[src/rtl/core/gfe_pkg.sv]
// gfe_pkg: shared types, widths and helper functions for the gf(2) polynomial
// extended euclid block. No dependencies.
`default_nettype none

package gfe_pkg;

  // polynomial and field widths
  localparam int POLY_BITS = 32;
  localparam int FIELD_W   = 32;
  localparam int DEG_W     = (POLY_BITS > 1) ? $clog2(POLY_BITS) : 1;

  typedef logic [POLY_BITS-1:0] poly_t;
  typedef logic [FIELD_W-1:0]   field_t;
  typedef logic [DEG_W-1:0]     deg_t;

  // status codes
  localparam logic STATUS_OK      = 1'b0;
  localparam logic STATUS_DEG_ERR = 1'b1;

  // remainder pair with bezout coefficients and cached degrees
  typedef struct packed {
    poly_t v;
    poly_t u;
    poly_t xv;
    poly_t xu;
    poly_t yv;
    poly_t yu;
    deg_t  dv;
    deg_t  du;
  } gfe_regs_t;

  // output of one shift-xor reduction
  typedef struct packed {
    poly_t v;
    poly_t xv;
    poly_t yv;
    deg_t  dv;
  } gfe_red_t;

  // one result item
  typedef struct packed {
    field_t coeff_operand;
    field_t coeff_modulus;
    logic   status;
  } gfe_res_t;

  // degree of a polynomial, zero counts as degree 0
  function automatic deg_t poly_degree(poly_t p);
    deg_t d;
    d = '0;
    for (int i = 1; i < POLY_BITS; i++) begin
      if (p[i]) begin
        d = DEG_W'(i);
      end
    end
    return d;
  endfunction

  // field word to polynomial, keeping the low POLY_BITS bits
  function automatic poly_t to_poly(field_t f);
    poly_t p;
    p = '0;
    for (int i = 0; i < POLY_BITS; i++) begin
      if (i < FIELD_W) begin
        p[i] = f[i];
      end
    end
    return p;
  endfunction

  // polynomial to field word, zero extended or truncated
  function automatic field_t to_field(poly_t p);
    field_t f;
    f = '0;
    for (int i = 0; i < FIELD_W; i++) begin
      if (i < POLY_BITS) begin
        f[i] = p[i];
      end
    end
    return f;
  endfunction

endpackage

`default_nettype wire

[src/rtl/core/gfe_in_if.sv]
// gfe_in_if: valid/ready channel carrying one operand polynomial per item.
// Depends on gfe_pkg for the field type.
`default_nettype none

interface gfe_in_if;
  import gfe_pkg::*;

  logic   valid;
  logic   ready;
  field_t operand;

  modport source (output valid, output operand, input ready);
  modport sink   (input valid, input operand, output ready);
endinterface

`default_nettype wire

[src/rtl/core/gfe_out_if.sv]
// gfe_out_if: valid/ready channel carrying bezout coefficients and status.
// Depends on gfe_pkg for the field type.
`default_nettype none

interface gfe_out_if;
  import gfe_pkg::*;

  logic   valid;
  logic   ready;
  field_t coeff_operand;
  field_t coeff_modulus;
  logic   status;

  modport source (output valid, output coeff_operand, output coeff_modulus,
                  output status, input ready);
  modport sink   (input valid, input coeff_operand, input coeff_modulus,
                  input status, output ready);
endinterface

`default_nettype wire

[src/rtl/core/gfe_reduce.sv]
// gfe_reduce: shared shift-xor unit, one reduction step of polynomial division
// with matching updates of both bezout coefficients. Depends on gfe_pkg.
`default_nettype none

module gfe_reduce
  import gfe_pkg::*;
(
  input  gfe_regs_t cur,
  output gfe_red_t  red
);

  deg_t  sh;
  poly_t v_new;

  // align divisor top bit with remainder top bit
  assign sh    = cur.dv - cur.du;
  assign v_new = cur.v ^ (cur.u << sh);

  // same shifted quotient term applied to the coefficients
  always_comb begin
    red.v  = v_new;
    red.xv = cur.xv ^ (cur.xu << sh);
    red.yv = cur.yv ^ (cur.yu << sh);
    red.dv = poly_degree(v_new);
  end

endmodule

`default_nettype wire

[src/rtl/core/gfe_core.sv]
// gfe_core: sequencer and working registers of the extended euclid loop,
// plus the result register. Depends on gfe_pkg and gfe_reduce.
`default_nettype none

module gfe_core
  import gfe_pkg::*;
(
  input  wire logic     clk,
  input  wire logic     rst_n,
  input  wire poly_t    modulus,
  input  wire logic     start_valid,
  input  wire poly_t    start_operand,
  output logic          start_ready,
  output logic          res_valid,
  output gfe_res_t      res,
  input  wire logic     res_ready
);

  localparam logic ST_IDLE = 1'b0;
  localparam logic ST_RUN  = 1'b1;

  logic      state_r, state_nxt;
  logic      err_r, err_nxt;
  gfe_regs_t regs_r, regs_nxt;
  logic      res_valid_r, res_valid_nxt;
  gfe_res_t  res_r, res_nxt;
  gfe_red_t  red;

  logic start;
  logic finish;
  logic slot_free;
  logic do_reduce;
  deg_t deg_g;
  deg_t deg_f;

  gfe_reduce u_reduce (
    .cur (regs_r),
    .red (red)
  );

  assign start_ready = (state_r == ST_IDLE);
  assign start       = start_valid && start_ready;
  assign deg_g       = poly_degree(start_operand);
  assign deg_f       = poly_degree(modulus);

  // loop ends on a degree error or when the divisor has gone to zero
  assign finish    = err_r || (regs_r.u == '0);
  assign slot_free = !res_valid_r || res_ready;
  assign do_reduce = (regs_r.v != '0) && (regs_r.dv >= regs_r.du);

  // sequencer
  always_comb begin
    state_nxt     = state_r;
    err_nxt       = err_r;
    regs_nxt      = regs_r;
    res_nxt       = res_r;
    res_valid_nxt = res_valid_r && !res_ready;

    case (state_r)
      ST_IDLE: begin
        if (start) begin
          err_nxt     = deg_g > deg_f;
          regs_nxt.v  = modulus;
          regs_nxt.u  = start_operand;
          regs_nxt.xv = '0;
          regs_nxt.xu = poly_t'(1);
          regs_nxt.yv = poly_t'(1);
          regs_nxt.yu = '0;
          regs_nxt.dv = deg_f;
          regs_nxt.du = deg_g;
          state_nxt   = ST_RUN;
        end
      end
      ST_RUN: begin
        if (finish) begin
          // wait for the result register to drain
          if (slot_free) begin
            if (err_r) begin
              res_nxt.coeff_operand = '0;
              res_nxt.coeff_modulus = '0;
              res_nxt.status        = STATUS_DEG_ERR;
            end else begin
              res_nxt.coeff_operand = to_field(regs_r.xv);
              res_nxt.coeff_modulus = to_field(regs_r.yv);
              res_nxt.status        = STATUS_OK;
            end
            res_valid_nxt = 1'b1;
            state_nxt     = ST_IDLE;
          end
        end else if (do_reduce) begin
          // one quotient bit: cancel the top bit of the remainder
          regs_nxt.v  = red.v;
          regs_nxt.xv = red.xv;
          regs_nxt.yv = red.yv;
          regs_nxt.dv = red.dv;
        end else begin
          // division done: remainder becomes the next divisor
          regs_nxt.v  = regs_r.u;
          regs_nxt.u  = regs_r.v;
          regs_nxt.xv = regs_r.xu;
          regs_nxt.xu = regs_r.xv;
          regs_nxt.yv = regs_r.yu;
          regs_nxt.yu = regs_r.yv;
          regs_nxt.dv = regs_r.du;
          regs_nxt.du = regs_r.dv;
        end
      end
      default: begin
        state_nxt = ST_IDLE;
      end
    endcase
  end

  // control registers
  always_ff @(posedge clk) begin
    if (!rst_n) begin
      state_r     <= ST_IDLE;
      res_valid_r <= 1'b0;
      err_r       <= 1'b0;
    end else begin
      state_r     <= state_nxt;
      res_valid_r <= res_valid_nxt;
      err_r       <= err_nxt;
    end
  end

  // working and result payload
  always_ff @(posedge clk) begin
    regs_r <= regs_nxt;
    res_r  <= res_nxt;
  end

  assign res_valid = res_valid_r;
  assign res       = res_r;

endmodule

`default_nettype wire

[src/rtl/core/gf2_poly_extended_euclid_top.sv]
// Extended euclid over gf(2)[x]: one item in, bezout coefficients out.
// Remainder reductions run one at a time on the single shared shift-xor unit,
// each division ending in a swap of remainder and divisor; a degree error or
// zero operand skips the loop and goes straight to the result.
// One item at a time: in ready stays low from accept until the result is loaded.
// Reset (synchronous, active low) clears the sequencer, output valid and modulus.
`default_nettype none

module gf2_poly_extended_euclid_top
  import gfe_pkg::*;
(
  input  wire logic    clk,
  input  wire logic    rst_n,
  input  wire logic    cfg_we,
  input  wire field_t  cfg_wdata,
  gfe_in_if.sink       in_ch,
  gfe_out_if.source    out_ch
);

  field_t   modulus_r;
  gfe_res_t res;
  logic     res_valid;

  // modulus register
  always_ff @(posedge clk) begin
    if (!rst_n) begin
      modulus_r <= '0;
    end else if (cfg_we) begin
      modulus_r <= cfg_wdata;
    end
  end

  gfe_core u_core (
    .clk           (clk),
    .rst_n         (rst_n),
    .modulus       (to_poly(modulus_r)),
    .start_valid   (in_ch.valid),
    .start_operand (to_poly(in_ch.operand)),
    .start_ready   (in_ch.ready),
    .res_valid     (res_valid),
    .res           (res),
    .res_ready     (out_ch.ready)
  );

  // result channel
  assign out_ch.valid         = res_valid;
  assign out_ch.coeff_operand = res.coeff_operand;
  assign out_ch.coeff_modulus = res.coeff_modulus;
  assign out_ch.status        = res.status;

endmodule

`default_nettype wire

[src/flat_wrapper.sv]
// flat-port wrapper written by rule: the top's interface ports become plain ports
module gf2_poly_extended_euclid_top_flat import gfe_pkg::*;
  (clk, rst_n, cfg_we, cfg_wdata, in_ch_valid, in_ch_operand, in_ch_ready, out_ch_valid, out_ch_coeff_operand, out_ch_coeff_modulus, out_ch_status, out_ch_ready);
  gfe_in_if in_ch_i ();
  gfe_out_if out_ch_i ();
  input  wire logic clk;
  input  wire logic rst_n;
  input  wire logic cfg_we;
  input  wire field_t cfg_wdata;
  input wire logic [$bits(in_ch_i.valid)-1:0] in_ch_valid;
  input wire logic [$bits(in_ch_i.operand)-1:0] in_ch_operand;
  output wire logic [$bits(in_ch_i.ready)-1:0] in_ch_ready;
  output wire logic [$bits(out_ch_i.valid)-1:0] out_ch_valid;
  output wire logic [$bits(out_ch_i.coeff_operand)-1:0] out_ch_coeff_operand;
  output wire logic [$bits(out_ch_i.coeff_modulus)-1:0] out_ch_coeff_modulus;
  output wire logic [$bits(out_ch_i.status)-1:0] out_ch_status;
  input wire logic [$bits(out_ch_i.ready)-1:0] out_ch_ready;
  assign in_ch_i.valid = in_ch_valid;
  assign in_ch_i.operand = in_ch_operand;
  assign in_ch_ready = in_ch_i.ready;
  assign out_ch_valid = out_ch_i.valid;
  assign out_ch_coeff_operand = out_ch_i.coeff_operand;
  assign out_ch_coeff_modulus = out_ch_i.coeff_modulus;
  assign out_ch_status = out_ch_i.status;
  assign out_ch_i.ready = out_ch_ready;
  gf2_poly_extended_euclid_top u_core (.clk(clk), .rst_n(rst_n), .cfg_we(cfg_we), .cfg_wdata(cfg_wdata), .in_ch(in_ch_i), .out_ch(out_ch_i));
endmodule
[config.mk]
export PLATFORM = sky130hd
export DESIGN_NAME = gf2_poly_extended_euclid_top_flat
export DESIGN_NICKNAME = d
export VERILOG_FILES = /design/src/rtl/core/gfe_pkg.sv /design/src/rtl/core/gfe_in_if.sv /design/src/rtl/core/gfe_out_if.sv /design/src/rtl/core/gfe_reduce.sv /design/src/rtl/core/gfe_core.sv /design/src/rtl/core/gf2_poly_extended_euclid_top.sv /design/src/flat_wrapper.sv
export SDC_FILE = /design/constraint.sdc
export NUM_CORES = 1
export LEC_CHECK = 0
export ABC_AREA = 0
export BUFFER_PORTS_ARGS = -buffer_cell sky130_fd_sc_hd__buf_4
export CAP_MARGIN = 20
export CORE_ASPECT_RATIO = 1.5
export CORE_MARGIN = 2
export CORE_UTILIZATION = 54
export CTS_CLUSTER_SIZE = 8
export DETAILED_ROUTE_END_ITERATION = 10
export PLACE_DENSITY_LB_ADDON = 0.1
export SETUP_SLACK_MARGIN = 0.4
export SLEW_MARGIN = 30
export SYNTH_ARGS = -nofsm -noshare
export SYNTH_HDL_FRONTEND = slang
export SYNTH_HIERARCHICAL = 1
export SYNTH_SLANG_ARGS = --single-unit
export TNS_END_PERCENT = 100
[constraint.sdc]
create_clock -name clk -period 20.8 [get_ports clk]
set_input_delay 3.12 -clock clk [delete_from_list [all_inputs] [get_ports clk]]
set_output_delay 3.12 -clock clk [all_outputs]
set_load 0.05 [all_outputs]
== Word-level counts from Yosys, hierarchy flattened ==
Index checks and enable logic that the tools add are counted.

* Input bits: 69
* Output and inout bits: 67
* Word-level logic and storage cells: 153
* Flip-flop bits (word level): 302

* Add/sub/neg operators: 1
* Equal/unequal tests: 3
* Bitwise gates (word level): 4
* $lt $le $gt $ge: 2
* Shift-type cells: 3
* Mux-type cells: 112
* Reductions and logical operators: 13

{| class="wikitable"
|+ Operator list
! kind !! count
|-
| 2-to-1 mux 202 bit || 2
|-
| case mux 202 bit (2 select lines) || 1
|-
| 2-to-1 mux 5 bit || 78
|-
| 2-to-1 mux 32 bit || 6
|-
| << shifter 32 x 5 -> 32 bit || 3
|-
| XOR 32 bit || 3
|-
| logical NOT 32 bit || 1
|-
| 2-to-1 mux 4 bit || 8
|-
| nonzero test 32 bit || 1
|-
| 2-to-1 mux 3 bit || 4
|-
| 2-to-1 mux 1 bit || 10
|-
| AND reduction 3 bit || 2
|-
| greater-or-equal comparator 5 bit || 1
|-
| > comparator 5 bit || 1
|-
| subtractor 5 bit || 1
|-
| 2-to-1 mux 2 bit || 2
|-
| != test 2 bit (second input constant) || 2
|-
| AND reduction 2 bit || 2
|-
| logical AND 1 bit || 3
|-
| logical NOT 1 bit || 2
|-
| logical OR 1 bit || 2
|-
| != test 2 x 1 -> 1 bit (second input constant) || 1
|-
| case mux 1 bit (2 select lines) || 1
|-
| NOT 1 bit || 1
|}

== Depth between registers and ports, before layout ==
Gate-level depths: netlist of run 1.

* Depth after elaboration: 37
* Depth in mapped cells: 18
* Depth with buffers taken out: 16

== Hierarchy ==
Netlist of run 1, hierarchy kept.

{| class="wikitable"
|+ Modules (own cells, without submodules)
! module !! instances !! cells each !! area each (µm²) !! seq. area each (µm²)
|-
| gfe_core || 1 || 1022 || 12057.8 || 8077.7
|-
| gfe_reduce || 1 || 862 || 6123.4 || 0.0
|-
| gf2_poly_extended_euclid_top || 1 || 103 || 1243.7 || 640.6
|}

== Least setup slack after synthesis of run 1 ==
No wires, ideal clock.

* Path kind: input-to-reg
* Start point: input port in_ch_valid
* End point: register u_core/u_core/regs_r[0] (netlist bit), enable pin
* Stages on the path: 3
* Arrival: 15.680 ns
* Path buffers: 0
* Library setup time: 0.588 ns
* Path slack: 4.532 ns
* Data required time: 20.212 ns
* Cell sequence: inv_1 a21boi_0 a21boi_1

* Cells in the longest elaborated chain, start to end: 3

{| class="wikitable"
|+ Ends and longest elaborated chain
! element !! line !! RTL
|-
| start: declaration || flat_wrapper.sv:10 || <nowiki>input wire logic [$bits(in_ch_i.valid)-1:0] in_ch_valid;</nowiki>
|-
| logical AND 1 bit || gfe_core.sv:42 || <nowiki>assign start = start_valid && start_ready;</nowiki>
|-
| != test 2 x 1 -> 1 bit (no line) || - ||
|-
| AND reduction 3 bit (no line) || - ||
|-
| end signal: assignment || gfe_core.sv:129 || <nowiki>regs_r <= regs_nxt;</nowiki>
|-
| end: declaration || gfe_core.sv:24 || <nowiki>gfe_regs_t regs_r, regs_nxt;</nowiki>
|}

No other way between the ends.
A chain may end at the register's enable or synchronous reset.

==> results of run 1 <==
cell usage after synthesis, types with 5 or more instances:
library cell / count
sky130_fd_sc_hd__a211oi_1: 24
sky130_fd_sc_hd__a21oi_1: 128
sky130_fd_sc_hd__a22oi_1: 5
sky130_fd_sc_hd__a311oi_1: 13
sky130_fd_sc_hd__a31oi_1: 46
sky130_fd_sc_hd__and2_1: 64
sky130_fd_sc_hd__buf_1: 16
sky130_fd_sc_hd__buf_2: 32
sky130_fd_sc_hd__clkbuf_1: 77
sky130_fd_sc_hd__dfxtp_1: 35
sky130_fd_sc_hd__edfxtp_1: 267
sky130_fd_sc_hd__ha_1: 14
sky130_fd_sc_hd__inv_1: 43
sky130_fd_sc_hd__mux2_2: 52
sky130_fd_sc_hd__mux2i_1: 101
sky130_fd_sc_hd__mux4_2: 53
sky130_fd_sc_hd__nand2_1: 365
sky130_fd_sc_hd__nand2b_1: 10
sky130_fd_sc_hd__nand3_1: 24
sky130_fd_sc_hd__nand4_1: 6
sky130_fd_sc_hd__nor2_1: 157
sky130_fd_sc_hd__nor2b_1: 115
sky130_fd_sc_hd__nor3_1: 13
sky130_fd_sc_hd__nor4_1: 27
sky130_fd_sc_hd__o211ai_1: 16
sky130_fd_sc_hd__o21ai_0: 73
sky130_fd_sc_hd__o21ai_1: 7
sky130_fd_sc_hd__o21bai_1: 5
sky130_fd_sc_hd__o22ai_1: 11
sky130_fd_sc_hd__or3_1: 11
sky130_fd_sc_hd__xnor2_1: 49
sky130_fd_sc_hd__xor2_1: 51
metrics by stage:
| stage | worst slack, ps | utilization |
|---|---|---|
| 4_1_cts | 15190 | 0.611 |
| 2_1_floorplan | 4530 | - |
| 6_report | 15090 | 0.611 |
| 3_5_place_dp | 14750 | 0.579 |
| 5_1_grt | 14930 | 0.611 |
| 3_3_place_gp | 14780 | 0.579 |
layout by cell type, fill, tap and decap left out, drive strengths merged, types with 49 or more instances in the layout:
master / Yosys / routed
mux2: 53 / 53
and2: 64 / 64
o21ai: 80 / 80
xor2: 53 / 53
clkbuf: 77 / 57
a21oi: 130 / 130
nor2: 157 / 157
edfxtp: 267 / 267
nor2b: 115 / 115
mux2i: 101 / 101
xnor2: 49 / 49
mux4: 53 / 53
buf: 56 / 157
nand2: 366 / 366
state kept, by name (all words and copies together), names as in the netlist:
signal / cells
u_core/u_core/regs_r: 202
u_core/u_core/res: 65
u_core/modulus_r: 32
u_core/u_core/err_r: 1
u_core/u_core/res_valid: 1
u_core/u_core/state_r: 1
report_power, final:
group / internal [W] / switching [W] / total [W] / leakage (nW)
Clock: 0.000373 / 0.000253 / 0.000626 / 0.560
Combinational: 0.000768 / 0.00143 / 0.00220 / 4.87
Sequential: 0.000806 / 0.000121 / 0.000927 / 2.97
Total: 0.00195 / 0.00181 / 0.00375 / 8.41
area by class of cell:
| cell class | count | area, um2 | area share |
|---|---|---|---|
| clock buffer | 57 | 1130 | 0.0516 |
| timing repair buffer | 157 | 1180 | 0.0539 |
| inverter | 44 | 165 | 0.00756 |
| multi-input combinational | 1508 | 10000 | 0.459 |
| sequential | 302 | 8720 | 0.399 |
| clock inverter | 3 | 26.3 | 0.00120 |
| tap | 478 | 598 | 0.0274 |
cell families after synthesis:
logic type               synth area share
AO/OA/AOI/OAI                       0.118
XOR/XNOR                           0.0468
flip-flops                          0.449
buffers and inverters              0.0405
multiplexers                        0.144
AND/OR/NAND/NOR                     0.192
adder cells (fa/ha/maj)            0.0100
worst max-delay path, cell delays in order, from the launching register on:
cell                       delay (ps)
sky130_fd_sc_hd__edfxtp_1         420
sky130_fd_sc_hd__ha_1             430
sky130_fd_sc_hd__and3b_1          270
sky130_fd_sc_hd__or3_1            410
sky130_fd_sc_hd__nand2_2          520
sky130_fd_sc_hd__buf_4            630
sky130_fd_sc_hd__nand2_1          730
sky130_fd_sc_hd__o221ai_1         470
sky130_fd_sc_hd__xor2_1           160
sky130_fd_sc_hd__or2_1            290
sky130_fd_sc_hd__or4_1            510
sky130_fd_sc_hd__or3_1            320
sky130_fd_sc_hd__a21oi_1          140
sky130_fd_sc_hd__a22oi_1           80
worst paths after layout:
path | endpoint | slack, ps | depth (start not counted)
setup / recovery | u_core/u_core/regs_r[9]$_DFFE_PP_ | 15090 | 13
hold / removal | u_core/u_core/res_valid$_SDFF_PN0_ | 530 | 2
setup reg to reg | u_core/u_core/regs_r[9]$_DFFE_PP_ | 15090 | 13
hold reg to reg | u_core/u_core/res_valid$_SDFF_PN0_ | 530 | 2
per-layer routing:
| metal | global-route usage | vias up | part of all wire |
|---|---|---|---|
| met5 | 0 | - | 0 |
| met4 | 0.246 | 0 | 0.087 |
| met3 | 0.0366 | 230 | 0.042 |
| met2 | 0.614 | 658 | 0.54 |
| met1 | 0.328 | 7803 | 0.33 |
| li1 | - | 7280 | - |
==> impl_summary.txt, run 1 <==
----------------------------------------------------
[Yosys]
  Number of enable-type register cells in the synthesized netlist ... 267
  Post-synthesis instance area ... 19400 um2
  Number of warnings printed during yosys synthesis ... 6
  Post-synthesis cell type with the largest combined area ... sky130_fd_sc_hd__edfxtp_1
  Net count of the mapped netlist ... 2071
  Register bit total from synthesis ... 302
  Proportion of netlist area held by the largest area contributor ... 0.413
  Post-synthesis cell type count ... 70
  Post-synthesis area per instance ... 9.78 um2
  Synth async-reset ratio ... 0
  Mapped Cells ... 1987
  Synth top area cells ... sky130_fd_sc_hd__edfxtp_1 (41%), sky130_fd_sc_hd__nand2_1 (7.1%), sky130_fd_sc_hd__mux4_2 (6.1%), sky130_fd_sc_hd__mux2i_1 (5.2%), sky130_fd_sc_hd__nor2b_1 (3.7%)
  Synth Flop Type ... sky130_fd_sc_hd__edfxtp_1
  Sequential fraction of the synthesis area ... 0.449

[Run status]
  Run status ... complete, no violations

[Min path]
  Launch instance of the worst min-delay path ... u_core/u_core/res_valid$_SDFF_PN0_
  Worst min-delay path category ... flip-flop to flip-flop

[Timing]
  Count of endpoints failing setup in the final report ... 0
  Number of pins exceeding their max-slew limit in the final report ... 0
  Max-Slew Margin vs Limit ... 0.252
  Number of hold violations in the final report ... 0
  Transition time of the tightest slew-check pin ... 1110 ps
  Setup Skew ... 23.0 ps
  Period utilisation layout ... 0.275
  Clock period minus worst slack ... 5710 ps
  Setup repair after global routing missed its margin ... no
  Sum of negative setup slack ... 0 ps
  Achievable frequency ... 175 MHz
  Worst hold-check slack ... 527 ps

[Cells and area]
  Post-route standard cell area excluding fillers ... 21900 um2
  Post-Layout Cell Count ... 2549
  Filler instances ... 3085
  Total inserted antenna cells ... 0
  Area growth, synth to finish ... 12.5%
  NumNets Final ... 2140
  Share of cells above drive strength 1 ... 0.163

[Clocking]
  Cell at the root of the clock tree ... sky130_fd_sc_hd__clkbuf_16
  Latest clock arrival within the worst-skew pair ... 560 ps
  Buffer count from post-CTS setup fixing ... 0
  CTS clock-pin slew for the worst setup and hold paths ... 60 ps
  H-tree depth reported by CTS ... 2
  Number of gates resized after CTS ... 0
  TritonCTS Sinks ... 302
  # hold bufs at CTS ... 0
  TritonCTS clock tree ... built
  Maximum root-to-sink buffer count ... 3
  Number of clock buffers inserted by TritonCTS ... 43

[Global route]
  Total global routing overflow ... 0
  Wire length of the first global-routing pass ... 93400 um
  Largest net degree at the start of global routing ... 85
  Antenna violations before repair ... 0
  Vias in the first global route ... 16000
  Tot GR Track Use ... 0.326

[Setup path]
  WP data required ... 21060 ps
  Startpoint of the worst-slack reg-to-reg timing path ... u_core/u_core/regs_r[7]$_DFFE_PP_
  Setup crit end kind ... flip-flop
  Kind of start point of the critical path ... flip-flop
  Critical path fanouts, max ... 54
  Signal arrival time at the worst endpoint ... 5970 ps
  Launching instance or port of the critical path ... u_core/u_core/regs_r[7]$_DFFE_PP_
  Crit Path Class ... flip-flop to flip-flop

[Die]
  Full die area ... 37500 um2
  Die height ... 236 um
  Width of the die ... 159 um
  Std cell rows ... 85
  Number of ports placed on the die boundary ... 136
  Starting density of the core ... 0.544
  Area of the placeable core ... 35700 um2

[Placed design]
  RD Place Congestion ... 0.979
  Standard cell area after detailed placement ... 20700 um2
  Number of buffers inserted by port buffering ... 135
  Dpl cells ... 2489
  HPWL after DPL ... 44000 um

[Detailed routing]
  Average detailed-routed wire length per instance ... 24.4 um
  DRC violation count after routing ... 0
  1st-pass router iterations ... 6
  Wirelength, routed ... 62200 um
  Total number of vias ... 16000
  Number of nets with antenna violations after detailed routing ... 0
  DR vias/cell ... 6.27
  Number of violations reported at the end of detailed-routing iteration 0 ... 1337

[Pwr]
  Power density over the cells ... 172 nW/um2
  Worst vdd ir ... 132 uV
  Reported leakage power ... 8.41 nW
  Total power ... 0.00375 W

[Job]
  Reported max-cap violation count ... 0

----------------------------------------------------
(Power assumes the default switching activity.)
==> run 2: changes to the inputs <==
- clock period: 20.8 -> 5.84 ns (I/O delays scaled with it)
==> impl_summary.txt, run 2 (same netlist as run 1, synthesis figures left out) <==
----------------------------------------------------
[Pwr]
  Reported leakage power ... 8.49 nW (was 8.41 nW)
  Power density over the cells ... 602 nW/um2 (was 172 nW/um2)
  Total power ... 0.0132 W (was 0.00375 W)
  Worst vdd ir ... 332 uV (was 132 uV)

[Detailed routing]
  1st-pass router iterations ... 8 (was 6)
  DR vias/cell ... 6.16 (was 6.27)
  Wirelength, routed ... 60200 um (was 62200 um)
  DRC violation count after routing ... 0 (unchanged)
  Average detailed-routed wire length per instance ... 23.5 um (was 24.4 um)
  Number of nets with antenna violations after detailed routing ... 0 (unchanged)
  Number of violations reported at the end of detailed-routing iteration 0 ... 1247 (was 1337)
  Total number of vias ... 15800 (was 16000)

[Die]
  Width of the die ... 159 um (unchanged)
  Full die area ... 37500 um2 (unchanged)
  Std cell rows ... 85 (unchanged)
  Die height ... 236 um (unchanged)
  Number of ports placed on the die boundary ... 136 (unchanged)
  Starting density of the core ... 0.544 (unchanged)
  Area of the placeable core ... 35700 um2 (unchanged)

[Setup path]
  WP data required ... 6100 ps (was 21060 ps)
  Crit Path Class ... flip-flop to flip-flop (unchanged)
  Setup crit end kind ... flip-flop (unchanged)
  Critical path fanouts, max ... 30 (was 54)
  Ordered list of cells on the worst path ... ha_4 -> fa_4 -> mux4_2 -> nand2_1 -> o21ai_0 -> and3_1 -> a311oi_1 -> xnor2_1 -> nand2b_1 -> or4_1 -> or3_1 -> a21oi_1 -> a22oi_1 (was ha_1 -> and3b_1 -> or3_1 -> nand2_2 -> buf_4 -> nand2_1 -> o221ai_1 -> xor2_1 -> or2_1 -> or4_1 -> or3_1 -> a21oi_1 -> a22oi_1)
  CP max stage cell ... sky130_fd_sc_hd__fa_4 (was sky130_fd_sc_hd__nand2_1)
  Critical Path Max Stage Delay ... 1020 ps (was 730 ps)
  Kind of start point of the critical path ... flip-flop (unchanged)
  Signal arrival time at the worst endpoint ... 5500 ps (was 5970 ps)

[Timing]
  Max-Slew Margin vs Limit ... 0.339 (was 0.252)
  Setup Skew ... 19.8 ps (was 23.0 ps)
  Setup repair after global routing missed its margin ... no (unchanged)
  Transition time of the tightest slew-check pin ... 966 ps (was 1110 ps)
  Number of pins exceeding their max-slew limit in the final report ... 0 (unchanged)
  Number of hold violations in the final report ... 0 (unchanged)
  Clock period minus worst slack ... 5240 ps (was 5710 ps)
  Worst hold-check slack ... 510 ps (was 527 ps)
  Count of endpoints failing setup in the final report ... 0 (unchanged)
  Period utilisation layout ... 0.897 (was 0.275)
  Setup slack after layout ... 599 ps (was 15090 ps)
  Achievable frequency ... 191 MHz (was 175 MHz)

[Job]
  Reported max-cap violation count ... 0 (unchanged)

[Cells and area]
  Filler instances ... 3094 (was 3085)
  Register name with the most flops ... u_core/u_core/regs_r (unchanged)
  Area growth, synth to finish ... 13.2% (was 12.5%)
  Post-route standard cell area excluding fillers ... 22000 um2 (was 21900 um2)
  NumNets Final ... 2155 (was 2140)
  Largest register FFs ... 202 (unchanged)
  Fraction of the core area covered by cells at the end of the flow ... 0.616 (was 0.611)
  Most common cell after layout, fill and taps aside ... sky130_fd_sc_hd__nand2_1 (unchanged)
  Highest-count cells in the layout ignoring fill and taps ... sky130_fd_sc_hd__nand2_1 (364), sky130_fd_sc_hd__edfxtp_1 (267), sky130_fd_sc_hd__buf_4 (170) (was sky130_fd_sc_hd__nand2_1 (364), sky130_fd_sc_hd__edfxtp_1 (267), sky130_fd_sc_hd__buf_4 (157))
  Share of cells above drive strength 1 ... 0.168 (was 0.163)

[Clocking]
  CTS clock-pin slew for the worst setup and hold paths ... 50 ps (was 60 ps)
  Latest clock arrival within the worst-skew pair ... 550 ps (was 560 ps)
  TritonCTS clock tree ... built (unchanged)
  Cell at the root of the clock tree ... sky130_fd_sc_hd__clkbuf_16 (unchanged)
  Number of gates resized after CTS ... 0 (unchanged)
  Maximum root-to-sink buffer count ... 3 (unchanged)
  H-tree depth reported by CTS ... 2 (unchanged)
  Number of clock buffers inserted by TritonCTS ... 43 (unchanged)
  Buffer count from post-CTS setup fixing ... 0 (unchanged)
  TritonCTS Sinks ... 302 (unchanged)
  # hold bufs at CTS ... 0 (unchanged)

[Global route]
  Vias in the first global route ... 15500 (was 16000)
  Antenna violations before repair ... 0 (unchanged)
  Largest net degree at the start of global routing ... 93 (was 85)
  Total global routing overflow ... 0 (unchanged)
  Tot GR Track Use ... 0.317 (was 0.326)
  Wire length of the first global-routing pass ... 92000 um (was 93400 um)

[Placed design]
  Number of buffers inserted by port buffering ... 135 (unchanged)
  RD Place Congestion ... 0.957 (was 0.979)
  HPWL after DPL ... 43900 um (was 44000 um)
  Standard cell area after detailed placement ... 20800 um2 (was 20700 um2)
  Placement-stage worst setup slack ... 718 ps (was 14750 ps)

[Min path]
  Worst min-delay path category ... flip-flop to flip-flop (unchanged)

[Run status]
  Run status ... complete, no violations (unchanged)

----------------------------------------------------
run 2: cell count changes in the layout (fill, tap and decap cells not counted), sizes merged:
cell	before	now
diode	0	1
clkinv	0	2
buf	157	172
inv	47	44
run 2: area by class of cell:
type	count	area, um2	share of cell area
Multi-Input combinational cell	1508	10000	0.455
Sequential cell	302	8720	0.397
Timing Repair Buffer	172	1320	0.0598
Clock buffer	57	1140	0.0518
Tap cell	478	598	0.0272
Inverter	44	173	0.00785
Clock inverter	2	32.5	0.00148
Antenna cell	1	2.50	0.000114
run 2: metrics by stage:
stage / setup TNS, ps / instances
final: 0 / 2564
after CTS: 0 / 2563
after global placement: 0 / 2504
after global routing: 0 / 2563
after floorplan: -17500 / 1987
after detailed placement: 0 / 2504
run 2: per-layer routing:
layer | up-vias | GRT usage | part of all wire
met1 | 7736 | 0.344 | 0.35
met3 | 153 | 0.0327 | 0.045
met5 | - | 0 | 0
met4 | 0 | 0.188 | 0.067
met2 | 635 | 0.593 | 0.54
li1 | 7283 | - | -
run 2: worst paths after layout:
| kind | from | endpoint | slack (ps) | cells after the start |
|---|---|---|---|---|
| hold / removal | u_core/u_core/res_valid$_SDFF_PN0_ | u_core/u_core/res_valid$_SDFF_PN0_ | 510 | 2 |
| setup reg to reg | u_core/u_core/regs_r[0]$_DFFE_PP_ | u_core/u_core/regs_r[9]$_DFFE_PP_ | 600 | 13 |
| hold reg to reg | u_core/u_core/res_valid$_SDFF_PN0_ | u_core/u_core/res_valid$_SDFF_PN0_ | 510 | 2 |
| setup / recovery | u_core/u_core/regs_r[0]$_DFFE_PP_ | u_core/u_core/regs_r[9]$_DFFE_PP_ | 600 | 13 |
run 2: power by group:
part	internal (W)	leakage, nW	total (W)	switching (W)
combinational	0.00281	4.95	0.00769	0.00488
clock	0.00134	0.566	0.00223	0.000893
sequential	0.00287	2.97	0.00333	0.000456
total	0.00702	8.49	0.0132	0.00623
run 2: worst max-delay path: cells and delay by family, from the launching register on:
| kind | cells | cell delay, ps |
|---|---|---|
| and+or+nand+nor | 5 | 1460 |
| muxes | 1 | 600 |
| xor gates and xnor gates | 1 | 260 |
| adders and majority gates | 2 | 1230 |
| DFF | 1 | 460 |
| AOI/OAI and AO/OA | 4 | 930 |
